==> config.mk <==
export PLATFORM = sky130hd
export DESIGN_NAME = serial_mouse_packet_encoder_top_flat
export DESIGN_NICKNAME = d
export VERILOG_FILES = /design/src/hdl/smpe_pkg.sv /design/src/hdl/smpe_req_if.sv /design/src/hdl/smpe_rsp_if.sv /design/src/hdl/serial_mouse_packet_encoder_top.sv /design/src/hdl/smpe_csr.sv /design/src/hdl/smpe_front.sv /design/src/hdl/smpe_back.sv /design/src/flat_wrapper.sv
export SDC_FILE = /design/constraint.sdc
export NUM_CORES = 1
export LEC_CHECK = 0
export ABC_AREA = 1
export BUFFER_PORTS_ARGS = -buffer_cell sky130_fd_sc_hd__buf_2
export CAP_MARGIN = 20
export CORE_AREA = 5 5 169 292
export DETAILED_ROUTE_END_ITERATION = 10
export DIE_AREA = 0 0 174 297
export PLACE_DENSITY = 0.59
export SLEW_MARGIN = 15
export SYNTH_ARGS = -nofsm -noshare
export SYNTH_HDL_FRONTEND = slang
export SYNTH_SLANG_ARGS = --single-unit
==> constraint.sdc <==
create_clock -name clock -period 8.5 [get_ports clock]
set_clock_uncertainty 0.05 [all_clocks]
set_input_delay 1.7 -clock clock [delete_from_list [all_inputs] [get_ports clock]]
set_output_delay 1.7 -clock clock [all_outputs]
set_load 0.005 [all_outputs]
==> src/hdl/smpe_pkg.sv <==
// Shared types, constants and helpers of the serial mouse packet encoder.
`timescale 1ns / 1ps

package smpe_pkg;

   localparam int QUEUE_DEPTH = 8;
   localparam int PTR_W       = $clog2(QUEUE_DEPTH);
   localparam int CNT_W       = $clog2(QUEUE_DEPTH + 1);
   localparam int PKT_MAX     = 5;

   localparam logic [11:0] MAX_X_RESET    = 12'd639;
   localparam logic [11:0] MAX_Y_RESET    = 12'd479;
   localparam logic [6:0]  MAX_STEP_RESET = 7'd2;

   localparam logic [2:0] OFS_DATA = 3'd0;
   localparam logic [2:0] OFS_IIR  = 3'd2;
   localparam logic [2:0] OFS_MCR  = 3'd4;
   localparam logic [2:0] OFS_LSR  = 3'd5;

   localparam logic [7:0] IIR_BASE   = 8'd6;
   localparam logic [7:0] ID_BYTE    = 8'h4D;
   localparam logic [7:0] MS_SYNC    = 8'h40;
   localparam logic [7:0] MSYS_SYNC  = 8'h80;
   localparam logic [7:0] LOW6_MASK  = 8'h3F;

   localparam logic [CNT_W-1:0] MS_LEN   = CNT_W'(3);
   localparam logic [CNT_W-1:0] MSYS_LEN = CNT_W'(5);

   typedef enum logic [1:0] {
      OP_REPORT = 2'd0,
      OP_POLL   = 2'd1,
      OP_READ   = 2'd2,
      OP_WRITE  = 2'd3
   } op_type;

   typedef enum logic [1:0] {
      REG_MODE     = 2'd0,
      REG_MAX_X    = 2'd1,
      REG_MAX_Y    = 2'd2,
      REG_MAX_STEP = 2'd3
   } reg_index_type;

   typedef enum logic [2:0] {
      KIND_REPORT,
      KIND_POLL,
      KIND_POP,
      KIND_LSR,
      KIND_IIR,
      KIND_ZERO,
      KIND_FLUSH,
      KIND_NOP
   } kind_type;

   typedef struct packed {
      kind_type    kind;
      logic [11:0] pos_x;
      logic [11:0] pos_y;
      logic [1:0]  buttons;
      logic        irq_pending;
   } cmd_type;

   typedef struct packed {
      logic        protocol_mode;
      logic [11:0] max_x;
      logic [11:0] max_y;
      logic [6:0]  max_step;
   } cfg_type;

   function automatic logic [PTR_W-1:0] wrap_add(input logic [PTR_W-1:0] base,
                                                 input logic [PTR_W:0]   delta);
      logic [PTR_W+1:0] sum;
      sum = {2'b00, base} + {1'b0, delta};
      if (sum >= (PTR_W+2)'(QUEUE_DEPTH)) begin
         sum = sum - (PTR_W+2)'(QUEUE_DEPTH);
      end
      return sum[PTR_W-1:0];
   endfunction

endpackage

==> src/hdl/smpe_req_if.sv <==
// Request channel interface: one mouse command word per handshake.
`timescale 1ns / 1ps

interface smpe_req_if;
   logic        valid;
   logic        ready;
   logic [1:0]  opcode;
   logic [11:0] pos_x;
   logic [11:0] pos_y;
   logic [1:0]  buttons;
   logic [2:0]  reg_offset;
   logic        irq_pending;

   modport source (output valid, opcode, pos_x, pos_y, buttons, reg_offset, irq_pending,
                   input ready);
   modport sink   (input valid, opcode, pos_x, pos_y, buttons, reg_offset, irq_pending,
                   output ready);
endinterface

==> src/hdl/smpe_rsp_if.sv <==
// Response channel interface: one result word per handshake.
`timescale 1ns / 1ps

interface smpe_rsp_if;
   logic       valid;
   logic       ready;
   logic [7:0] read_data;
   logic       irq_request;

   modport source (output valid, read_data, irq_request, input ready);
   modport sink   (input valid, read_data, irq_request, output ready);
endinterface

==> src/hdl/serial_mouse_packet_encoder_top.sv <==
// Serial mouse packet encoder: front decoder, command queue, back end and CSRs.
// Each accepted word passes the command queue, then the back end's response register.
// Throughput: one word per cycle while the queue has room; the back end retires one
// command per cycle unless the response stalls; the two-entry queue accepts until full.
// Reset (synchronous, active high) clears position, target, queue pointers and handshakes,
// and loads the configuration defaults; byte queue storage is not cleared.
`timescale 1ns / 1ps

module serial_mouse_packet_encoder_top (
   input  logic        clock,
   input  logic        reset,
   smpe_req_if.sink    req_chan,
   smpe_rsp_if.source  rsp_chan,
   input  logic        csr_psel,
   input  logic        csr_penable,
   input  logic        csr_pwrite,
   input  logic [3:0]  csr_paddr,
   input  logic [31:0] csr_pwdata,
   output logic [31:0] csr_prdata,
   output logic        csr_pready
);

   smpe_pkg::cfg_type cfg;
   smpe_pkg::cmd_type cmd;
   logic              cmd_valid;
   logic              cmd_pop;

   smpe_csr u_csr (
      .clock       (clock),
      .reset       (reset),
      .csr_psel    (csr_psel),
      .csr_penable (csr_penable),
      .csr_pwrite  (csr_pwrite),
      .csr_paddr   (csr_paddr),
      .csr_pwdata  (csr_pwdata),
      .csr_prdata  (csr_prdata),
      .csr_pready  (csr_pready),
      .cfg         (cfg)
   );

   smpe_front u_front (
      .clock     (clock),
      .reset     (reset),
      .req_chan  (req_chan),
      .cmd_valid (cmd_valid),
      .cmd       (cmd),
      .cmd_pop   (cmd_pop)
   );

   smpe_back u_back (
      .clock     (clock),
      .reset     (reset),
      .cfg       (cfg),
      .cmd_valid (cmd_valid),
      .cmd       (cmd),
      .cmd_pop   (cmd_pop),
      .rsp_chan  (rsp_chan)
   );

endmodule

==> src/hdl/smpe_csr.sv <==
// APB-style configuration registers of the mouse encoder.
`timescale 1ns / 1ps

module smpe_csr (
   input  logic                  clock,
   input  logic                  reset,
   input  logic                  csr_psel,
   input  logic                  csr_penable,
   input  logic                  csr_pwrite,
   input  logic [3:0]            csr_paddr,
   input  logic [31:0]           csr_pwdata,
   output logic [31:0]           csr_prdata,
   output logic                  csr_pready,
   output smpe_pkg::cfg_type     cfg
);

   smpe_pkg::cfg_type       cfg_ff;
   smpe_pkg::cfg_type       cfg_in;
   smpe_pkg::reg_index_type index;
   logic                    wr_en;

   assign index      = smpe_pkg::reg_index_type'(csr_paddr[3:2]);
   assign wr_en      = csr_psel & csr_penable & csr_pwrite;
   assign csr_pready = 1'b1;
   assign cfg        = cfg_ff;

   always_comb begin
      cfg_in = cfg_ff;
      if (wr_en) begin
         unique case (index)
            smpe_pkg::REG_MODE:     cfg_in.protocol_mode = csr_pwdata[0];
            smpe_pkg::REG_MAX_X:    cfg_in.max_x         = csr_pwdata[11:0];
            smpe_pkg::REG_MAX_Y:    cfg_in.max_y         = csr_pwdata[11:0];
            smpe_pkg::REG_MAX_STEP: cfg_in.max_step      = csr_pwdata[6:0];
            default:                cfg_in               = cfg_ff;
         endcase
      end
   end

   always_comb begin
      unique case (index)
         smpe_pkg::REG_MODE:     csr_prdata = {31'd0, cfg_ff.protocol_mode};
         smpe_pkg::REG_MAX_X:    csr_prdata = {20'd0, cfg_ff.max_x};
         smpe_pkg::REG_MAX_Y:    csr_prdata = {20'd0, cfg_ff.max_y};
         smpe_pkg::REG_MAX_STEP: csr_prdata = {25'd0, cfg_ff.max_step};
         default:                csr_prdata = 32'd0;
      endcase
   end

   always_ff @(posedge clock) begin
      if (reset) begin
         cfg_ff.protocol_mode <= 1'b0;
         cfg_ff.max_x         <= smpe_pkg::MAX_X_RESET;
         cfg_ff.max_y         <= smpe_pkg::MAX_Y_RESET;
         cfg_ff.max_step      <= smpe_pkg::MAX_STEP_RESET;
      end else begin
         cfg_ff <= cfg_in;
      end
   end

endmodule

==> src/hdl/smpe_front.sv <==
// Front end: accept request words, decode them and hold them in a two-entry queue.
`timescale 1ns / 1ps

module smpe_front (
   input  logic               clock,
   input  logic               reset,
   smpe_req_if.sink           req_chan,
   output logic               cmd_valid,
   output smpe_pkg::cmd_type  cmd,
   input  logic               cmd_pop
);

   smpe_pkg::cmd_type slot_ff [2];
   logic              wr_ptr_ff;
   logic              wr_ptr_in;
   logic              rd_ptr_ff;
   logic              rd_ptr_in;
   logic [1:0]        count_ff;
   logic [1:0]        count_in;
   logic              push;
   logic              pop;
   smpe_pkg::cmd_type decoded;
   smpe_pkg::op_type  op;

   assign op = smpe_pkg::op_type'(req_chan.opcode);

   always_comb begin
      decoded.pos_x       = req_chan.pos_x;
      decoded.pos_y       = req_chan.pos_y;
      decoded.buttons     = req_chan.buttons;
      decoded.irq_pending = req_chan.irq_pending;
      unique case (op)
         smpe_pkg::OP_REPORT: decoded.kind = smpe_pkg::KIND_REPORT;
         smpe_pkg::OP_POLL:   decoded.kind = smpe_pkg::KIND_POLL;
         smpe_pkg::OP_READ: begin
            unique case (req_chan.reg_offset)
               smpe_pkg::OFS_DATA: decoded.kind = smpe_pkg::KIND_POP;
               smpe_pkg::OFS_LSR:  decoded.kind = smpe_pkg::KIND_LSR;
               smpe_pkg::OFS_IIR:  decoded.kind = smpe_pkg::KIND_IIR;
               default:            decoded.kind = smpe_pkg::KIND_ZERO;
            endcase
         end
         smpe_pkg::OP_WRITE: begin
            if (req_chan.reg_offset == smpe_pkg::OFS_MCR) begin
               decoded.kind = smpe_pkg::KIND_FLUSH;
            end else begin
               decoded.kind = smpe_pkg::KIND_NOP;
            end
         end
         default: decoded.kind = smpe_pkg::KIND_NOP;
      endcase
   end

   assign req_chan.ready = (count_ff != 2'd2);
   assign push           = req_chan.valid & req_chan.ready;
   assign cmd_valid      = (count_ff != 2'd0);
   assign pop            = cmd_pop & cmd_valid;
   assign cmd            = slot_ff[rd_ptr_ff];

   always_comb begin
      wr_ptr_in = push ? ~wr_ptr_ff : wr_ptr_ff;
      rd_ptr_in = pop  ? ~rd_ptr_ff : rd_ptr_ff;
      count_in  = count_ff + {1'b0, push} - {1'b0, pop};
   end

   always_ff @(posedge clock) begin
      if (reset) begin
         wr_ptr_ff <= 1'b0;
         rd_ptr_ff <= 1'b0;
         count_ff  <= 2'd0;
      end else begin
         wr_ptr_ff <= wr_ptr_in;
         rd_ptr_ff <= rd_ptr_in;
         count_ff  <= count_in;
      end
   end

   always_ff @(posedge clock) begin
      if (push) begin
         slot_ff[wr_ptr_ff] <= decoded;
      end
   end

endmodule

==> src/hdl/smpe_back.sv <==
// Back end: mouse state, packet encoder, byte queue and response register.
`timescale 1ns / 1ps

module smpe_back (
   input  logic               clock,
   input  logic               reset,
   input  smpe_pkg::cfg_type  cfg,
   input  logic               cmd_valid,
   input  smpe_pkg::cmd_type  cmd,
   output logic               cmd_pop,
   smpe_rsp_if.source         rsp_chan
);

   localparam int PTR_W = smpe_pkg::PTR_W;
   localparam int CNT_W = smpe_pkg::CNT_W;
   localparam int PKT_N = smpe_pkg::PKT_MAX;

   logic [11:0]      cur_x_ff, cur_x_in;
   logic [11:0]      cur_y_ff, cur_y_in;
   logic [1:0]       cur_btn_ff, cur_btn_in;
   logic [11:0]      tgt_x_ff, tgt_x_in;
   logic [11:0]      tgt_y_ff, tgt_y_in;
   logic [1:0]       tgt_btn_ff, tgt_btn_in;
   logic [PTR_W-1:0] head_ff, head_in;
   logic [CNT_W-1:0] count_ff, count_in;
   logic [7:0]       byte_queue_ff [smpe_pkg::QUEUE_DEPTH];
   logic             out_valid_ff, out_valid_in;
   logic [7:0]       out_data_ff, out_data_in;
   logic             out_irq_ff, out_irq_in;

   logic             exec;
   logic             queue_empty;
   logic             differ;
   logic [11:0]      clamp_x, clamp_y;
   logic [12:0]      diff_x, diff_y, lim_pos, lim_neg;
   logic [7:0]       step_x, step_y;
   logic [7:0]       pkt [PKT_N];
   logic [PKT_N-1:0] wr_en;
   logic [PTR_W-1:0] wr_addr [PKT_N];
   logic [7:0]       wr_data [PKT_N];

   assign exec        = cmd_valid & (~out_valid_ff | rsp_chan.ready);
   assign cmd_pop     = exec;
   assign queue_empty = (count_ff == '0);

   assign rsp_chan.valid       = out_valid_ff;
   assign rsp_chan.read_data   = out_data_ff;
   assign rsp_chan.irq_request = out_irq_ff;

   assign differ  = (cur_x_ff != tgt_x_ff) | (cur_y_ff != tgt_y_ff) | (cur_btn_ff != tgt_btn_ff);
   assign clamp_x = (tgt_x_ff > cfg.max_x) ? cfg.max_x : tgt_x_ff;
   assign clamp_y = (tgt_y_ff > cfg.max_y) ? cfg.max_y : tgt_y_ff;
   assign diff_x  = {1'b0, clamp_x} - {1'b0, cur_x_ff};
   assign diff_y  = {1'b0, clamp_y} - {1'b0, cur_y_ff};
   assign lim_pos = {6'd0, cfg.max_step};
   assign lim_neg = 13'd0 - lim_pos;

   always_comb begin
      if ($signed(diff_x) < $signed(lim_neg)) begin
         step_x = lim_neg[7:0];
      end else if ($signed(diff_x) > $signed(lim_pos)) begin
         step_x = lim_pos[7:0];
      end else begin
         step_x = diff_x[7:0];
      end
      if ($signed(diff_y) < $signed(lim_neg)) begin
         step_y = lim_neg[7:0];
      end else if ($signed(diff_y) > $signed(lim_pos)) begin
         step_y = lim_pos[7:0];
      end else begin
         step_y = diff_y[7:0];
      end
   end

   always_comb begin
      if (!cfg.protocol_mode) begin
         pkt[0] = smpe_pkg::MS_SYNC | {2'b00, tgt_btn_ff[0], tgt_btn_ff[1],
                                       step_y[7:6], step_x[7:6]};
         pkt[1] = step_x & smpe_pkg::LOW6_MASK;
         pkt[2] = step_y & smpe_pkg::LOW6_MASK;
         pkt[3] = 8'd0;
         pkt[4] = 8'd0;
      end else begin
         pkt[0] = smpe_pkg::MSYS_SYNC | {5'd0, ~tgt_btn_ff[0], 1'b1, ~tgt_btn_ff[1]};
         pkt[1] = step_x;
         pkt[2] = 8'd0 - step_y;
         pkt[3] = 8'd0;
         pkt[4] = 8'd0;
      end
   end

   always_comb begin
      cur_x_in     = cur_x_ff;
      cur_y_in     = cur_y_ff;
      cur_btn_in   = cur_btn_ff;
      tgt_x_in     = tgt_x_ff;
      tgt_y_in     = tgt_y_ff;
      tgt_btn_in   = tgt_btn_ff;
      head_in      = head_ff;
      count_in     = count_ff;
      out_valid_in = out_valid_ff & ~rsp_chan.ready;
      out_data_in  = out_data_ff;
      out_irq_in   = out_irq_ff;
      wr_en        = '0;
      for (int k = 0; k < PKT_N; k++) begin
         wr_addr[k] = smpe_pkg::wrap_add(head_ff, (PTR_W+1)'(k));
         wr_data[k] = pkt[k];
      end
      if (exec) begin
         out_valid_in = 1'b1;
         out_data_in  = 8'd0;
         out_irq_in   = 1'b0;
         unique case (cmd.kind)
            smpe_pkg::KIND_REPORT: begin
               tgt_x_in   = cmd.pos_x;
               tgt_y_in   = cmd.pos_y;
               tgt_btn_in = cmd.buttons;
            end
            smpe_pkg::KIND_POLL: begin
               if (differ && queue_empty) begin
                  tgt_x_in   = clamp_x;
                  tgt_y_in   = clamp_y;
                  cur_btn_in = tgt_btn_ff;
                  cur_x_in   = cur_x_ff + {{4{step_x[7]}}, step_x};
                  cur_y_in   = cur_y_ff + {{4{step_y[7]}}, step_y};
                  if (!cfg.protocol_mode) begin
                     count_in = smpe_pkg::MS_LEN;
                     wr_en    = PKT_N'(7);
                  end else begin
                     count_in = smpe_pkg::MSYS_LEN;
                     wr_en    = PKT_N'(31);
                  end
                  out_irq_in = ~cmd.irq_pending;
               end else begin
                  out_irq_in = ~cmd.irq_pending & ~queue_empty;
               end
            end
            smpe_pkg::KIND_POP: begin
               if (!queue_empty) begin
                  out_data_in = byte_queue_ff[head_ff];
                  head_in     = smpe_pkg::wrap_add(head_ff, (PTR_W+1)'(1));
                  count_in    = count_ff - CNT_W'(1);
               end
            end
            smpe_pkg::KIND_LSR: out_data_in = {7'd0, ~queue_empty};
            smpe_pkg::KIND_IIR: out_data_in = smpe_pkg::IIR_BASE + {7'd0, queue_empty};
            smpe_pkg::KIND_FLUSH: begin
               head_in = '0;
               if (!cfg.protocol_mode) begin
                  count_in   = CNT_W'(1);
                  wr_en      = PKT_N'(1);
                  wr_addr[0] = '0;
                  wr_data[0] = smpe_pkg::ID_BYTE;
               end else begin
                  count_in = '0;
               end
            end
            default: out_data_in = 8'd0;
         endcase
      end
   end

   always_ff @(posedge clock) begin
      if (reset) begin
         cur_x_ff     <= '0;
         cur_y_ff     <= '0;
         cur_btn_ff   <= '0;
         tgt_x_ff     <= '0;
         tgt_y_ff     <= '0;
         tgt_btn_ff   <= '0;
         head_ff      <= '0;
         count_ff     <= '0;
         out_valid_ff <= 1'b0;
      end else begin
         cur_x_ff     <= cur_x_in;
         cur_y_ff     <= cur_y_in;
         cur_btn_ff   <= cur_btn_in;
         tgt_x_ff     <= tgt_x_in;
         tgt_y_ff     <= tgt_y_in;
         tgt_btn_ff   <= tgt_btn_in;
         head_ff      <= head_in;
         count_ff     <= count_in;
         out_valid_ff <= out_valid_in;
      end
   end

   always_ff @(posedge clock) begin
      out_data_ff <= out_data_in;
      out_irq_ff  <= out_irq_in;
      for (int k = 0; k < PKT_N; k++) begin
         if (wr_en[k]) begin
            byte_queue_ff[wr_addr[k]] <= wr_data[k];
         end
      end
   end

endmodule

==> src/flat_wrapper.sv <==
// flat-port wrapper written by rule: the top's interface ports become plain ports
module serial_mouse_packet_encoder_top_flat 
  (clock, reset, csr_psel, csr_penable, csr_pwrite, csr_paddr, csr_pwdata, csr_prdata, csr_pready, req_chan_valid, req_chan_opcode, req_chan_pos_x, req_chan_pos_y, req_chan_buttons, req_chan_reg_offset, req_chan_irq_pending, req_chan_ready, rsp_chan_valid, rsp_chan_read_data, rsp_chan_irq_request, rsp_chan_ready);
  smpe_req_if req_chan_i ();
  smpe_rsp_if rsp_chan_i ();
  input  logic clock;
  input  logic reset;
  input  logic csr_psel;
  input  logic csr_penable;
  input  logic csr_pwrite;
  input  logic [3:0] csr_paddr;
  input  logic [31:0] csr_pwdata;
  output logic [31:0] csr_prdata;
  output logic csr_pready;
  input wire logic [$bits(req_chan_i.valid)-1:0] req_chan_valid;
  input wire logic [$bits(req_chan_i.opcode)-1:0] req_chan_opcode;
  input wire logic [$bits(req_chan_i.pos_x)-1:0] req_chan_pos_x;
  input wire logic [$bits(req_chan_i.pos_y)-1:0] req_chan_pos_y;
  input wire logic [$bits(req_chan_i.buttons)-1:0] req_chan_buttons;
  input wire logic [$bits(req_chan_i.reg_offset)-1:0] req_chan_reg_offset;
  input wire logic [$bits(req_chan_i.irq_pending)-1:0] req_chan_irq_pending;
  output wire logic [$bits(req_chan_i.ready)-1:0] req_chan_ready;
  output wire logic [$bits(rsp_chan_i.valid)-1:0] rsp_chan_valid;
  output wire logic [$bits(rsp_chan_i.read_data)-1:0] rsp_chan_read_data;
  output wire logic [$bits(rsp_chan_i.irq_request)-1:0] rsp_chan_irq_request;
  input wire logic [$bits(rsp_chan_i.ready)-1:0] rsp_chan_ready;
  assign req_chan_i.valid = req_chan_valid;
  assign req_chan_i.opcode = req_chan_opcode;
  assign req_chan_i.pos_x = req_chan_pos_x;
  assign req_chan_i.pos_y = req_chan_pos_y;
  assign req_chan_i.buttons = req_chan_buttons;
  assign req_chan_i.reg_offset = req_chan_reg_offset;
  assign req_chan_i.irq_pending = req_chan_irq_pending;
  assign req_chan_ready = req_chan_i.ready;
  assign rsp_chan_valid = rsp_chan_i.valid;
  assign rsp_chan_read_data = rsp_chan_i.read_data;
  assign rsp_chan_irq_request = rsp_chan_i.irq_request;
  assign rsp_chan_i.ready = rsp_chan_ready;
  serial_mouse_packet_encoder_top u_core (.clock(clock), .reset(reset), .req_chan(req_chan_i), .rsp_chan(rsp_chan_i), .csr_psel(csr_psel), .csr_penable(csr_penable), .csr_pwrite(csr_pwrite), .csr_paddr(csr_paddr), .csr_pwdata(csr_pwdata), .csr_prdata(csr_prdata), .csr_pready(csr_pready));
endmodule
==> out/summary.md <==
### Synthesis
- **share of flip-flops with an asynchronous set or reset after synthesis** 0
- **mux share of post-synthesis cell area** 0
- **largest cells by area after synthesis** dfxtp_1 20%, edfxtp_1 13%, nand2_1 12%, ha_1 9.0%, a21oi_1 7.4%
- **post-synthesis compound-gate area fraction** 0.202
- **dominant synthesized flop cell** dfxtp_1
- **simple-gate portion of the synthesized area** 0.240
- **adder-cell share of the synthesized area** 0.0951
- **number of enable-type register cells in the synthesized netlist** 69
- **combined area of all synthesized cells** 16,100 um^2
- **number of standard cells after synthesis** 2,260
- **Yosys top cell area share** 0.204
- **count of synthesis-stage warnings from yosys** 0
- **average size of a mapped cell** 7.13 um^2
- **Unique masters post-synth** 63
- **main combinational cell family by area after synthesis** simple AND/OR/NAND/NOR gates
- **fraction of the yosys area taken by sequential cells** 0.332
- **total of flip-flops plus latches after synthesis** 233
- **xor and xnor fraction of the mapped netlist area** 0.0309
- **post-synth top area cell** dfxtp_1

### Setup path
- **critical path data arrival time** 8000 ps
- **critical path required time** 8870 ps
- **Most Frequent Cell on Critical Path** nand2_1
- **delay of the slowest cell on the worst path** 430 ps
- **CP Capture Type** flop
- **number of buffers and inverters on the critical path** 6
- **Crit Path Class** reg -> reg
- **Max FO, Critical Path** 14
- **gate family responsible for the most delay along the worst path** simple AND/OR/NAND/NOR gates
- **element type at the critical path start** flop
- **master of the slowest instance on the critical path** ha_1

### Layout
- **area of the multi-input gates** 9240 um^2
- **Synth-to-Final Area Change** 10.8%
- **final core occ** 0.382
- **final layout net count** 2,504
- **count of fill cells added during filler insertion** 4,955
- **post-route non-filler standard cell count** 2,915
- **top library cells by usage in the layout, fill and taps aside** 501 x nand2_1, 266 x inv_1, 239 x a21oi_1, 200 x o21ai_0, 164 x dfxtp_1
- **share of final-layout standard cells stronger than drive strength 1** 0.0980
- **diode insertion count for antenna repair** 0
- **register cell area after layout** 5360 um^2
- **most common cell after layout, fill and taps aside** nand2_1

### Global route
- **number of global-route vias before repair** 15,100
- **wire length of the first global-routing pass** 85.2 mm
- **number of antenna violations at the first check in global routing** 0
- **global-route usage over all layers** 0.209
- **total congestion overflow after global routing** 0
- **maximum number of pins on one net before global-route repair** 75

### Timing
- **unrepaired setup endpoints after global routing** false
- **number of failing setup endpoints in the final timing report** 0
- **Min Clock Period, post-route** 7630 ps
- **achievable frequency** 131 MHz
- **worst slew margin relative to its limit** 0.236
- **Final period util** 0.898
- **post-route setup TNS** 0 ps
- **count of final hold-check violations** 0
- **actual slew at the worst max-slew pin** 1130 ps
- **max-slew violations** 0
- **Final Worst Setup Slack** 868 ps

### Drt
- **detailed-route wire length per cell** 19.3 um
- **Starting DRT DRC Count** 798
- **final WL** 56.3 mm
- **count of vias placed by the detailed router** 15,500
- **antenna-violating nets left** 0
- **first-pass iteration count of the detailed router** 7
- **vias per inst** 5.33
- **number of DRC violations after detailed routing** 0

### CTS
- **total number of H-tree levels** 1
- **clock insertion delay at the later pin of the skew report** 550 ps
- **clock transition at the registers of the reported paths** 70 ps
- **number of buffers inserted during clock tree synthesis** 24
- **hold-fix buffers at CTS** 0
- **post-CTS setup buffers** 0
- **cell at the root of the clock tree** clkbuf_16
- **largest buffer count on any clock path** 3
- **Clock Sink Count** 233
- **TritonCTS clock tree** done
- **post-cts repair resize count** 0

### Worst hold path
- **Hold Crit Class** reg -> reg

### Die
- **Rows** 105
- **initial core utilization** 0.344
- **overall die area** 51,700 um^2
- **core area** 46,800 um^2
- **vertical die dimension** 297 um
- **die outline width** 174 um
- **Boundary Pins** 119

### Place
- **total half-perimeter wirelength after legalization and detailed placement** 44.1 mm
- **worst setup slack before clock tree synthesis** 946 ps
- **Port Buffers** 75
- **Routability Congestion** 0.987
- **Placed Cells** 2,871

### Job
- **count of max-cap constraint violations** 0

### Run status
- **run status** finished clean

[Yosys cell counts, types with 19 or more instances]
cell and n:
nand4_1 26, ha_1 116, inv_2 24, nor2_1 111, dfxtp_1 164, a21oi_1 239
nand3_1 146, a31oi_1 25, inv_1 267, o21ai_1 19, clkbuf_1 52, buf_4 25
nand2_1 501, xnor2_1 21, o211ai_1 39, edfxtp_1 69, xor2_1 34, o21ai_0 200
[kinds of logic (layout without fill, tap and decap cells)]
kind of cell,Yosys count,in the layout
AOI/OAI and AO/OA,585,585
DFF,233,233
and+or+nand+nor,873,873
xor gates and xnor gates,56,56
other,2,21
buffers and inverters,391,439
adders and majority gates,120,120
[state kept, by name (all words and copies together) (netlist names), named ones only]
register and flops:
u_core.u_front.rd_ptr_ff 1, u_core.u_back.cur_x_ff 12, u_core.u_back.tgt_y_ff 12, u_core.u_back.count_ff 4
u_core.u_front.wr_ptr_ff 1, u_core.u_back.cur_btn_ff 2, u_core.u_front.count_ff 2, u_core.u_back.tgt_x_ff 12
u_core.u_back.tgt_btn_ff 2, u_core.u_csr.cfg 32, u_core.u_back.byte_queue_ff 64, u_core.u_front.slot_ff 60
u_core.u_back.rsp_chan.valid 1, u_core.u_back.rsp_chan.read_data 8, u_core.u_back.head_ff 3, u_core.u_back.cur_y_ff 12
u_core.u_back.rsp_chan.irq_request 1
[final timing paths]
check	from	to	slack, ps	cells past startpoint
worst max register to register	u_core.u_csr.cfg[18]	u_core.u_back.cur_y_ff[10]	870	43
worst min-delay path	u_core.u_front.rd_ptr_ff	u_core.u_front.rd_ptr_ff	410	1
worst min register to register	u_core.u_front.rd_ptr_ff	u_core.u_front.rd_ptr_ff	410	1
worst max-delay path	u_core.u_csr.cfg[18]	u_core.u_back.cur_y_ff[10]	870	43
[per-layer routing]
metal  track usage  share of wire  wire [um]
met1         0.211           0.35      19700
met2         0.386           0.51      28900
met3        0.0216          0.043       2420
met4         0.166          0.093       5230
met5             0              0          0
[per-stage QoR]
stage | hold WS [ps] | cell area (um^2)
floorplan | 376 | 16200
global placement | 384 | 17000
detailed placement | 402 | 17000
CTS | 411 | 17800
global route | 448 | 17800
finish | 413 | 17800
[layout make-up]
class	count	area share
multi-input combinational	1655	0.518
sequential	233	0.300
inverter	299	0.0630
tap	588	0.0412
clock buffer	27	0.0355
timing repair buffer	96	0.0299
clock inverter	17	0.0127
[worst reg2reg max path, delay by kind of cell, from the launching register on]
| kind | cells | cell delay [ps] |
|---|---|---|
| adders and majority gates | 5 | 1690 |
| DFF | 1 | 310 |
| AOI/OAI and AO/OA | 13 | 2060 |
| xor gates and xnor gates | 1 | 150 |
| and+or+nand+nor | 18 | 2530 |
| buffers and inverters | 6 | 730 |
Power is left out: the tool's default activity adds up to more than one toggle a clock period on the data nets, which glitch-free logic cannot reach.
